==> config.mk <==
export PLATFORM = sky130hd
export DESIGN_NAME = fir_driven_axis_step_unit
export DESIGN_NICKNAME = d
export VERILOG_FILES = /design/src/rtl/core/fdas_pkg.sv /design/src/rtl/core/fir_driven_axis_step_unit.sv /design/src/rtl/core/fdas_cfg_regs.sv /design/src/rtl/core/fdas_ctrl.sv /design/src/rtl/core/fdas_dp.sv
export SDC_FILE = /design/constraint.sdc
export NUM_CORES = 2
export LEC_CHECK = 0
export BUFFER_PORTS_ARGS = -buffer_cell sky130_fd_sc_hd__buf_2
export CAP_MARGIN = 20
export CORE_ASPECT_RATIO = 2
export CORE_MARGIN = 3
export CORE_UTILIZATION = 45
export CTS_CLUSTER_DIAMETER = 50
export DETAILED_ROUTE_END_ITERATION = 7
export HOLD_SLACK_MARGIN = 0.03
export SLEW_MARGIN = 20
export SYNTH_ARGS = -nofsm -noshare
export SYNTH_HDL_FRONTEND = slang
export SYNTH_SLANG_ARGS = --single-unit
==> constraint.sdc <==
create_clock -name clk -period 22.8 [get_ports clk]
set_input_delay 0 -clock clk [delete_from_list [all_inputs] [get_ports clk]]
set_output_delay 0 -clock clk [all_outputs]
set_load 0.02 [all_outputs]
==> src/rtl/core/fdas_pkg.sv <==
// Shared types and constants for the FIR-driven axis step block.
// Used by the register file, controller, datapath and top level.
package fdas_pkg;

  localparam int DATA_W    = 24;
  localparam int TAP_W     = 16;
  localparam int TAP_IDX_W = 2;   // taps 0..3 at most
  localparam int CFG_IDX_W = 3;
  localparam int CFG_W     = 64;
  localparam int STATUS_W  = 2;

  // Register indexes on the configuration port.
  localparam logic [CFG_IDX_W-1:0] CFG_TAPS      = 3'd0;
  localparam logic [CFG_IDX_W-1:0] CFG_STEP_SIZE = 3'd1;
  localparam logic [CFG_IDX_W-1:0] CFG_VEL_MIN   = 3'd2;
  localparam logic [CFG_IDX_W-1:0] CFG_VEL_MAX   = 3'd3;
  localparam logic [CFG_IDX_W-1:0] CFG_ACC_MIN   = 3'd4;
  localparam logic [CFG_IDX_W-1:0] CFG_ACC_MAX   = 3'd5;
  localparam logic [CFG_IDX_W-1:0] CFG_IN_MIN    = 3'd6;
  localparam logic [CFG_IDX_W-1:0] CFG_IN_MAX    = 3'd7;

  // Result status codes.
  localparam logic [STATUS_W-1:0] ST_COMMIT    = 2'd0;
  localparam logic [STATUS_W-1:0] ST_INVALID   = 2'd1;
  localparam logic [STATUS_W-1:0] ST_ACCEL_BAD = 2'd2;
  localparam logic [STATUS_W-1:0] ST_VEL_BAD   = 2'd3;

  typedef struct packed {
    logic [CFG_W-1:0]         taps;
    logic [15:0]              step_size;
    logic signed [DATA_W-1:0] vel_min;
    logic signed [DATA_W-1:0] vel_max;
    logic signed [DATA_W-1:0] acc_min;
    logic signed [DATA_W-1:0] acc_max;
    logic signed [DATA_W-1:0] in_min;
    logic signed [DATA_W-1:0] in_max;
  } cfg_t;

  typedef enum logic [2:0] {
    S_IDLE,
    S_MUL,
    S_ACC,
    S_ROUND,
    S_VMUL,
    S_FIN
  } state_t;

  typedef struct packed {
    logic                 load;
    logic                 mul_tap;
    logic                 mul_step;
    logic                 round;
    logic                 finish;
    logic [TAP_IDX_W-1:0] tap_idx;
  } cmd_t;

  typedef struct packed {
    logic in_bad;
  } sts_t;

endpackage

==> src/rtl/core/fir_driven_axis_step_unit.sv <==
// FIR-driven axis step: top level joining registers, controller and datapath.
// One shared multiplier handles each tap and then the time-step product in turn,
// and a new input is taken only after the previous item has finished; a rejected
// input skips the multiply steps. Synchronous reset restores the default limits,
// clears taps, velocity, acceleration and input history, and empties the result.
module fir_driven_axis_step_unit
  import fdas_pkg::*;
#(
  parameter int TAPS = 4
) (
  input  logic                     clk,
  input  logic                     rst,
  input  logic                     cfg_valid,
  output logic                     cfg_ready,
  input  logic [CFG_IDX_W-1:0]     cfg_index,
  input  logic [CFG_W-1:0]         cfg_data,
  input  logic                     in_valid,
  output logic                     in_stall,
  input  logic signed [DATA_W-1:0] drive_input,
  output logic                     out_valid,
  input  logic                     out_stall,
  output logic [STATUS_W-1:0]      step_status,
  output logic signed [DATA_W-1:0] velocity_out,
  output logic signed [DATA_W-1:0] accel_out
);

  cfg_t cfg;
  cmd_t cmd;
  sts_t sts;

  assign cfg_ready = 1'b1;

  fdas_cfg_regs u_regs (
    .clk      (clk),
    .rst      (rst),
    .wr_en    (cfg_valid && cfg_ready),
    .wr_index (cfg_index),
    .wr_data  (cfg_data),
    .cfg      (cfg)
  );

  fdas_ctrl #(
    .TAPS (TAPS)
  ) u_ctrl (
    .clk       (clk),
    .rst       (rst),
    .in_valid  (in_valid),
    .in_stall  (in_stall),
    .out_valid (out_valid),
    .out_stall (out_stall),
    .sts       (sts),
    .cmd       (cmd)
  );

  fdas_dp #(
    .TAPS (TAPS)
  ) u_dp (
    .clk          (clk),
    .rst          (rst),
    .cfg          (cfg),
    .cmd          (cmd),
    .sts          (sts),
    .drive_input  (drive_input),
    .step_status  (step_status),
    .velocity_out (velocity_out),
    .accel_out    (accel_out)
  );

endmodule

==> src/rtl/core/fdas_cfg_regs.sv <==
// Configuration register file for the axis step block.
// Depends on fdas_pkg for the register indexes and the cfg_t layout.
module fdas_cfg_regs
  import fdas_pkg::*;
(
  input  logic                 clk,
  input  logic                 rst,
  input  logic                 wr_en,
  input  logic [CFG_IDX_W-1:0] wr_index,
  input  logic [CFG_W-1:0]     wr_data,
  output cfg_t                 cfg
);

  always_ff @(posedge clk) begin
    if (rst) begin
      cfg.taps      <= '0;
      cfg.step_size <= 16'd655;
      cfg.vel_min   <= 24'sh800000;
      cfg.vel_max   <= 24'sh7FFFFF;
      cfg.acc_min   <= 24'sh800000;
      cfg.acc_max   <= 24'sh7FFFFF;
      cfg.in_min    <= 24'sh800000;
      cfg.in_max    <= 24'sh7FFFFF;
    end else if (wr_en) begin
      case (wr_index)
        CFG_TAPS:      cfg.taps      <= wr_data;
        CFG_STEP_SIZE: cfg.step_size <= wr_data[15:0];
        CFG_VEL_MIN:   cfg.vel_min   <= wr_data[DATA_W-1:0];
        CFG_VEL_MAX:   cfg.vel_max   <= wr_data[DATA_W-1:0];
        CFG_ACC_MIN:   cfg.acc_min   <= wr_data[DATA_W-1:0];
        CFG_ACC_MAX:   cfg.acc_max   <= wr_data[DATA_W-1:0];
        CFG_IN_MIN:    cfg.in_min    <= wr_data[DATA_W-1:0];
        CFG_IN_MAX:    cfg.in_max    <= wr_data[DATA_W-1:0];
        default: begin
        end
      endcase
    end
  end

endmodule

==> src/rtl/core/fdas_ctrl.sv <==
// Sequencing state machine for the axis step block.
// Depends on fdas_pkg for state_t, cmd_t and sts_t.
module fdas_ctrl
  import fdas_pkg::*;
#(
  parameter int TAPS = 4
) (
  input  logic clk,
  input  logic rst,
  input  logic in_valid,
  output logic in_stall,
  output logic out_valid,
  input  logic out_stall,
  input  sts_t sts,
  output cmd_t cmd
);

  localparam logic [TAP_IDX_W-1:0] LAST_TAP = TAP_IDX_W'(TAPS - 1);

  state_t               state, state_next;
  logic [TAP_IDX_W-1:0] tap_cnt, tap_cnt_next;
  logic                 out_free;
  logic                 accept;

  assign out_free = !out_valid || !out_stall;
  assign accept   = in_valid && (state == S_IDLE);

  always_comb begin
    state_next = state;
    case (state)
      S_IDLE: begin
        if (in_valid) begin
          state_next = sts.in_bad ? S_FIN : S_MUL;
        end
      end
      S_MUL: begin
        if (tap_cnt == LAST_TAP) begin
          state_next = S_ACC;
        end
      end
      S_ACC:   state_next = S_ROUND;
      S_ROUND: state_next = S_VMUL;
      S_VMUL:  state_next = S_FIN;
      S_FIN: begin
        if (out_free) begin
          state_next = S_IDLE;
        end
      end
      default: state_next = S_IDLE;
    endcase
  end

  always_comb begin
    in_stall     = (state != S_IDLE);
    cmd.load     = accept;
    cmd.mul_tap  = (state == S_MUL);
    cmd.mul_step = (state == S_VMUL);
    cmd.round    = (state == S_ROUND);
    cmd.finish   = (state == S_FIN) && out_free;
    cmd.tap_idx  = tap_cnt;
    tap_cnt_next = (state == S_MUL) ? tap_cnt + 1'b1 : '0;
  end

  always_ff @(posedge clk) begin
    if (rst) begin
      state     <= S_IDLE;
      tap_cnt   <= '0;
      out_valid <= 1'b0;
    end else begin
      state     <= state_next;
      tap_cnt   <= tap_cnt_next;
      out_valid <= cmd.finish || (out_valid && out_stall);
    end
  end

endmodule

==> src/rtl/core/fdas_dp.sv <==
// Datapath of the axis step block: shared multiplier, FIR accumulator,
// limit checks, axis state and the result register. Depends on fdas_pkg.
module fdas_dp
  import fdas_pkg::*;
#(
  parameter int TAPS = 4
) (
  input  logic                       clk,
  input  logic                       rst,
  input  cfg_t                       cfg,
  input  cmd_t                       cmd,
  output sts_t                       sts,
  input  logic signed [DATA_W-1:0]   drive_input,
  output logic [STATUS_W-1:0]        step_status,
  output logic signed [DATA_W-1:0]   velocity_out,
  output logic signed [DATA_W-1:0]   accel_out
);

  localparam int HIST_D = TAPS - 1;
  localparam int HIDX_W = (HIST_D > 1) ? $clog2(HIST_D) : 1;
  localparam int PROD_W = 41;
  localparam int SUM_W  = 42;
  localparam int ACC_W  = SUM_W - 14;
  localparam int RVEL_W = SUM_W - 16;
  localparam int VEL_W  = 27;

  logic signed [DATA_W-1:0] hist [HIST_D];
  logic signed [DATA_W-1:0] cur_vel;
  logic signed [DATA_W-1:0] cur_acc;
  logic signed [DATA_W-1:0] drive_q;
  logic                     bad_q;
  logic signed [PROD_W-1:0] prod_q;
  logic                     prod_add;
  logic signed [SUM_W-1:0]  sum;
  logic signed [ACC_W-1:0]  acc_q;

  logic signed [16:0]        mul_a;
  logic signed [DATA_W-1:0]  mul_b;
  logic [TAP_IDX_W-1:0]      hsel;
  logic signed [TAP_W-1:0]   tap;
  logic signed [SUM_W-1:0]   sum_rnd;
  logic signed [SUM_W-1:0]   prod_rnd;
  logic signed [RVEL_W-1:0]  dvel;
  logic signed [VEL_W-1:0]   vel_full;
  logic                      acc_bad;
  logic                      vel_bad;
  logic [STATUS_W-1:0]       status;

  // Input and limit checks are made on the item as it arrives.
  assign sts.in_bad = (cfg.vel_min > cfg.vel_max) || (cfg.acc_min > cfg.acc_max) ||
                      (cfg.in_min > cfg.in_max) || (cfg.step_size == 16'd0) ||
                      (drive_input < cfg.in_min) || (drive_input > cfg.in_max);

  always_comb begin
    tap   = cfg.taps[TAP_W*cmd.tap_idx +: TAP_W];
    hsel  = (cmd.tap_idx == '0) ? '0 : cmd.tap_idx - 1'b1;
    mul_a = cmd.mul_step ? $signed({1'b0, cfg.step_size}) : 17'(tap);
    if (cmd.mul_step) begin
      mul_b = acc_q[DATA_W-1:0];
    end else if (cmd.tap_idx == '0) begin
      mul_b = drive_q;
    end else begin
      mul_b = hist[hsel[HIDX_W-1:0]];
    end
  end

  // Floor of (x + half) >> s gives round to nearest, ties upward.
  assign sum_rnd  = sum + SUM_W'(signed'(8192));
  assign prod_rnd = SUM_W'(prod_q) + SUM_W'(signed'(32768));
  assign dvel     = prod_rnd[SUM_W-1:16];
  assign vel_full = VEL_W'(cur_vel) + VEL_W'(dvel);

  assign acc_bad = (acc_q < ACC_W'(cfg.acc_min)) || (acc_q > ACC_W'(cfg.acc_max));
  assign vel_bad = (vel_full < VEL_W'(cfg.vel_min)) || (vel_full > VEL_W'(cfg.vel_max));

  always_comb begin
    if (bad_q) begin
      status = ST_INVALID;
    end else if (acc_bad) begin
      status = ST_ACCEL_BAD;
    end else if (vel_bad) begin
      status = ST_VEL_BAD;
    end else begin
      status = ST_COMMIT;
    end
  end

  always_ff @(posedge clk) begin
    if (cmd.load) begin
      drive_q <= drive_input;
      bad_q   <= sts.in_bad;
    end
    if (cmd.mul_tap || cmd.mul_step) begin
      prod_q <= mul_a * mul_b;
    end
    if (cmd.load) begin
      sum <= '0;
    end else if (prod_add) begin
      sum <= sum + SUM_W'(prod_q);
    end
    if (cmd.round) begin
      acc_q <= sum_rnd[SUM_W-1:14];
    end
    if (cmd.finish) begin
      step_status  <= status;
      velocity_out <= (status == ST_COMMIT) ? vel_full[DATA_W-1:0] : cur_vel;
      accel_out    <= (status == ST_COMMIT) ? acc_q[DATA_W-1:0] : cur_acc;
    end
  end

  always_ff @(posedge clk) begin
    if (rst) begin
      prod_add <= 1'b0;
      cur_vel  <= '0;
      cur_acc  <= '0;
      for (int i = 0; i < HIST_D; i++) begin
        hist[i] <= '0;
      end
    end else begin
      prod_add <= cmd.mul_tap;
      if (cmd.finish && (status == ST_COMMIT)) begin
        cur_vel <= vel_full[DATA_W-1:0];
        cur_acc <= acc_q[DATA_W-1:0];
        hist[0] <= drive_q;
        for (int i = 1; i < HIST_D; i++) begin
          hist[i] <= hist[i-1];
        end
      end
    end
  end

endmodule
---- Word-level counts from Yosys, hierarchy flattened ----
Memory sizes are Yosys's and may differ from the RTL's.
Cells that the tools add are included.
storage, ports and cells
  word-level logic and storage cells ...... 114
  flip-flop bits (word level) ............. 465
  memory bits (writable) .................. 72
  output and inout bits ................... 53
  memories kept ........................... 1
operators by class
  reductions and logical operators ........ 32
  shifts and indexed selects .............. 1
  bitwise gates (word level) .............. 4
  multiplexer cells ....................... 22
  multiply operators ...................... 1
  $add $sub $neg .......................... 6
  equality and inequality tests ........... 16
  $lt $le $gt $ge ......................... 9
memory list
  memory     words  bits a word  rd ports  clocked after memory_dff  wr ports  line           source
  u_dp.hist  3      24           3         0                         3         fdas_dp.sv:27  logic signed [DATA_W-1:0] hist [HIST_D];
operators by type and width
  operator                                             count
  2-to-1 mux 24 bit                                    7
  greater-than comparator 24 bit                       4
  variable part select 64 x 7 -> 16 bit                1
  adder 41 x 17 -> 42 bit, second input constant       1
  adder 42 x 15 -> 42 bit, second input constant       1
  adder 42 x 41 -> 42 bit                              1
  multiplier 17 x 24 -> 41 bit                         1
  greater-than comparator 28 x 24 -> 1 bit             1
  less-than comparator 28 x 24 -> 1 bit                1
  adder 24 x 26 -> 27 bit                              1
  greater-than comparator 27 x 24 -> 1 bit             1
  less-than comparator 27 x 24 -> 1 bit                1
  less-than comparator 24 bit                          1
  equality test 3 bit, second input constant           6
  case mux 3 bit (6 select lines)                      1
  2-to-1 mux 17 bit                                    1
  logical NOT 16 bit                                   1
  AND reduction 2 bit                                  8
  equality test 3 x 2 -> 1 bit, second input constant  4
  2-to-1 mux 3 bit                                     4
  logical OR 1 bit                                     10
  2-to-1 mux 2 bit                                     4
  equality test 3 x 1 -> 1 bit, second input constant  2
  logical NOT 3 bit                                    2
  other kinds (14)                                     26

---- Logic depth before layout (Yosys ltp) ----
  depth in word-level cells ............... 13
  depth in mapped cells ................... 36
  mapped depth without buffers ............ 31

---- By module ----
A second synthesis with hierarchy kept.
second synthesis, totals
  cells, all modules ...................... 4691
  area total of the unflattened synthesis .. 45919.0 um2
modules (own cells, without submodules)
  module                     cells each  times used  area each (um2)
  fdas_dp                    3822        1           36620.1
  fdas_cfg_regs              828         1           8934.8
  fdas_ctrl                  39          1           352.8
  fir_driven_axis_step_unit  2           1           11.3

---- Least setup slack after synthesis ----
No wires, ideal clock.
  path kind ............................... register to register
  from .................................... register u_dp.prod_q[15]
  to ...................................... memory u_dp.hist[0][0], enable pin
  cell stages (with the launch flop) ...... 27
  path slack .............................. 11.803 ns
  arrival time ............................ 10.395 ns
  cell sequence ........................... edfxtp_1 > ha_1 > nand2_1 > nor4_1 > and4_1 > nand2_1 > xnor2_1 > ha_1 > nor2_1 > nor2b_1 > a21oi_1 > o21ai_0 > a21oi_1 > a21oi_1 > o21ai_0 > or4b_1 > o311ai_0 > ha_1 > and3_1 > and4_1 > nand3_1 > o221ai_1 > nor4_2 > mux2i_1 > or4_4 > clkbuf_1 > o21ai_0
RTL lines
  item                    line           source
  start, declared         fdas_dp.sv:32  logic signed [PROD_W-1:0] prod_q;
  start signal, assigned  fdas_dp.sv:94  prod_q <= mul_a * mul_b;
  end, declared           fdas_dp.sv:27

---- Final worst setup path ----
  from .................................... register u_ctrl.tap_cnt[0]
  to ...................................... register u_dp.prod_q[39], data pin
between the ends
  word-level cells in the longest chain between the ends .. 6
  elaborated cells on any way between the ends .. 9
  classes of those cells .................. 1 x add/sub; 1 x mul; 1 x shift; 4 x mux; 1 x reduce/logical; 1 x memory
ends and longest elaborated chain
  item                                                                   line                          source
  start, declared                                                        fdas_ctrl.sv:21               logic [TAP_IDX_W-1:0] tap_cnt, tap_cnt_next;
  start signal, assigned                                                 fdas_ctrl.sv:71               tap_cnt <= tap_cnt_next;
  subtractor 2 x 1 -> 2 bit / logical NOT 2 bit (equally long branches)  fdas_dp.sv:56, fdas_dp.sv:60
  2-to-1 mux 2 bit                                                       fdas_dp.sv:56                 hsel = (cmd.tap_idx == '0) ? '0 : cmd.tap_idx - 1'b1;
  memory (3 x 24 bit)                                                    --
  2-to-1 mux 24 bit                                                      fdas_dp.sv:60                 end else if (cmd.tap_idx == '0) begin
  2-to-1 mux 24 bit                                                      fdas_dp.sv:58                 if (cmd.mul_step) begin
  multiplier 17 x 24 -> 41 bit (*)                                       fdas_dp.sv:94
Every way passes the cells marked *; elsewhere a longest branch is shown, timed or not.
A chain may end at the register's enable or synchronous reset.

==> results.cfg <==
[run_status]
outcome = finished clean

[logic_synthesis]
synth.top_cell.area_share = 0.181
yosys.cell_count.top_type = nand2_1
synth_enable_flop_cells = 216
synth_top_cells_by_count = nand2_1 (752), inv_1 (642), fa_1 (403)
yosys_most_used_dff = dfxtp_1
synth-seq-area-share = 0.289
synth_top_family_by_area = adder cells
ys_warn_count = 0
syn_inst = 4972
async_reset_ff_frac = 0
synth-simple-area-share = 0.161
synthDistinctLibCells = 81
synth_area_leaders = fa_1 (18%), edfxtp_1 (15%), dfxtp_1 (14%), ha_1 (11%), nand2_1 (6.3%)
synth_compound_area_frac = 0.121
synth-xor-area-share = 0.0275
netlist_area_mm2 = 0.0446
synthesis.nets = 5870
postSynthRegisterBits = 537
synthAdderAreaFrac = 0.293
synth_area_per_cell_um2 = 8.98
yosys.area.top_type = fa_1
muxShareOfSynthArea = 0.0343

[clock_network]
clkLatencyLatePin_ns = 0.67
htreeDepth = 2
cts_max_path_buffers = 3
cts_resized = 0
clkSinkCount = 537
number_of_clock_buffers_inserted_by_tritoncts = 54
clk_pin_slew_ns = 0.07
cts_tree = built
clk_root_buffer_cell = clkbuf_16

[pwr]
total_power_mw = 4.18
power.ir.vdd_worst_mv = 0.0582
total_leakage_power_nw = 22.8
power_density_over_the_cells_mw_per_mm2 = 84.2

[sta]
timing.fmax_mhz = 98.6
slew-limit-headroom = 0.230
tightest_slew_ns = 1.13
final_hold_viol_count = 0
finalCriticalPeriod_ns = 10.14
fin_ws_ns = 12.66
grt_setup_unrepaired = false
final-setup-viol-count = 0
finalHoldWorstSlack_ns = 0.111
post-route-period-util = 0.445
maxSlewViolCount = 0
final.setup_skew_ns = 0.0384
timing.setup.tns_ns = 0

[floorplan]
core.rowCount = 162
core_footprint_mm2 = 0.0979
die_w_um = 229
initial_util = 0.456
fp.dieArea_mm2 = 0.103
fp.dieH_um = 451
ios = 149

[min_path]
holdCritStartpoint = drive_input[19]
timing.hold.worst.class = in2reg

[grt]
grt_antenna_before_repair = 5
first_global_vias = 37400
globalRouteTotalUtil = 0.292
grt_pass1_wl_um = 226000
grt_start_max_net_pins = 85
global_route.overflow_total = 0

[job]
max_cap_violations = 0

[placement]
post-place-ws_ns = 12.88
placed_cells = 6272
dp.final_hpwl_um = 120000
place.port_buffers = 147
place_congestion = 1.01

[route]
wl_per_cell_um = 23.5
wirelength_um = 152000
starting_drt_drc_count = 2354
drt_first_pass_iters = 6
vias = 36500
antenna_violating_nets_post_route = 0
drc_errors = 0
vias_per_cell = 5.63

[setup_path]
setup.worst_path.class = reg2reg
crit_slowest_cell = nor2_1
timing.critical_path.arrival_ns = 10.58
cpPeakStageDelay_ns = 0.70
worst_setup_path_startpoint = u_ctrl.tap_cnt[0]
cp_required_ns = 23.24
crit_fanout = 24
timing.critical_path.mode_cell = fa_1
timing.critical_path.from_type = flop
r2r_start = u_ctrl.tap_cnt[0]
end_kind = flop

[cells_and_area]
drive_gt1_frac = 0.0922
finalNonFillerCells = 6477
area_growth_pct = 11.3
final_layout_net_count = 6014
fillCellCount = 9296
==> cell usage in the layout, fill, tap and decap left out, types with 10 or more instances in the layout <==
cell type	instances
ha_1	399
nor2b_1	43
and2_1	49
dfxtp_1	320
nor4_1	10
and4_1	10
mux2_2	48
o21ai_0	158
mux4_2	16
xor2_1	47
a21boi_0	10
nand2b_1	35
fa_1	403
o21a_1	25
inv_1	640
xnor2_1	93
buf_4	60
mux2i_1	56
a211oi_1	22
o22ai_1	10
and3_1	28
nor2_1	386
a31oi_1	17
o211ai_1	81
a21o_1	96
buf_2	146
dlygate4sd3_1	97
a21oi_1	371
nor3_1	41
clkbuf_16	55
nand3_1	100
and2_2	37
nand2_1	750
o21bai_1	20
nand4_1	56
or2_2	28
edfxtp_1	216
==> power breakdown <==
part / total [mW] / leakage, nW / switching [mW] / internal, mW
clock: 0.963 / 0.943 / 0.438 / 0.525
sequential: 1.26 / 4.67 / 0.130 / 1.13
combinational: 1.96 / 17.2 / 1.23 / 0.732
==> critical path, delay by kind of cell (launching register included) <==
family	cells	cell delay, ns
flops	1	0.67
fa+ha+maj	8	3.78
compound gates	9	2.33
simple gates	6	1.84
mux	1	0.17
buf+inv	6	1.14
==> per-stage QoR <==
| step | util | area, um^2 |
|---|---|---|
| 6_report | 0.507 | 49700 |
| 5_1_grt | 0.507 | 49700 |
| 4_1_cts | 0.507 | 49600 |
| 3_5_place_dp | 0.477 | 46700 |
| 3_3_place_gp | 0.477 | 46700 |
| 2_1_floorplan | - | 44600 |
==> final cells by class <==
| type | instances | area (um^2) | area share |
|---|---|---|---|
| Timing Repair Buffer | 307 | 2210 | 0.0445 |
| Clock inverter | 37 | 447 | 0.00899 |
| Sequential cell | 537 | 12900 | 0.260 |
| Multi-Input combinational cell | 3573 | 28600 | 0.575 |
| Tap cell | 1312 | 1640 | 0.0331 |
| Antenna cell | 3 | 7.51 | 0.000151 |
| Clock buffer | 65 | 1480 | 0.0299 |
| Inverter | 643 | 2410 | 0.0486 |
==> logic make-up after synthesis <==
| kind of cell | Yosys count |
|---|---|
| other cells | 1 |
| buf+inv | 862 |
| mux | 127 |
| flops | 537 |
| fa+ha+maj | 802 |
| simple gates | 1613 |
| xor+xnor | 140 |
| compound gates | 890 |
==> worst paths after layout <==
check                          end  slack, ns  cells after the start
setup / recovery   u_dp.prod_q[39]      12.66                     30
setup reg to reg   u_dp.prod_q[39]      12.66                     30
hold reg to reg    u_regs.cfg[206]       0.46                      2
hold / removal    u_dp.drive_q[19]       0.11                      2
==> layer usage <==
metal	track usage	wire length, um	up-vias
met3	0.0297	6280	541
met2	0.536	79200	1192
met5	0	0	-
met4	0.257	16400	0
met1	0.290	50100	18000
li1	-	-	16800
==> flip-flops by register name, indices dropped and copies added (netlist names) <==
signal             count
u_regs.cfg           224
u_dp.hist             72
u_dp.sum              42
u_dp.prod_q           41
u_dp.acc_q            28
u_dp.accel_out        24
u_dp.cur_acc          24
u_dp.cur_vel          24
u_dp.drive_q          24
u_dp.velocity_out     24
u_ctrl.state           3
u_ctrl.tap_cnt         2
u_dp.step_status       2
u_ctrl.out_valid       1
u_dp.bad_q             1
u_dp.prod_add          1
==> what timing repair did <==
item,4_1_cts,5_1_grt
hold buffers,97,0
endpoints found under the hold margin,299,0
buffers inserted,0,0
Power figures use the tool's default switching activity.
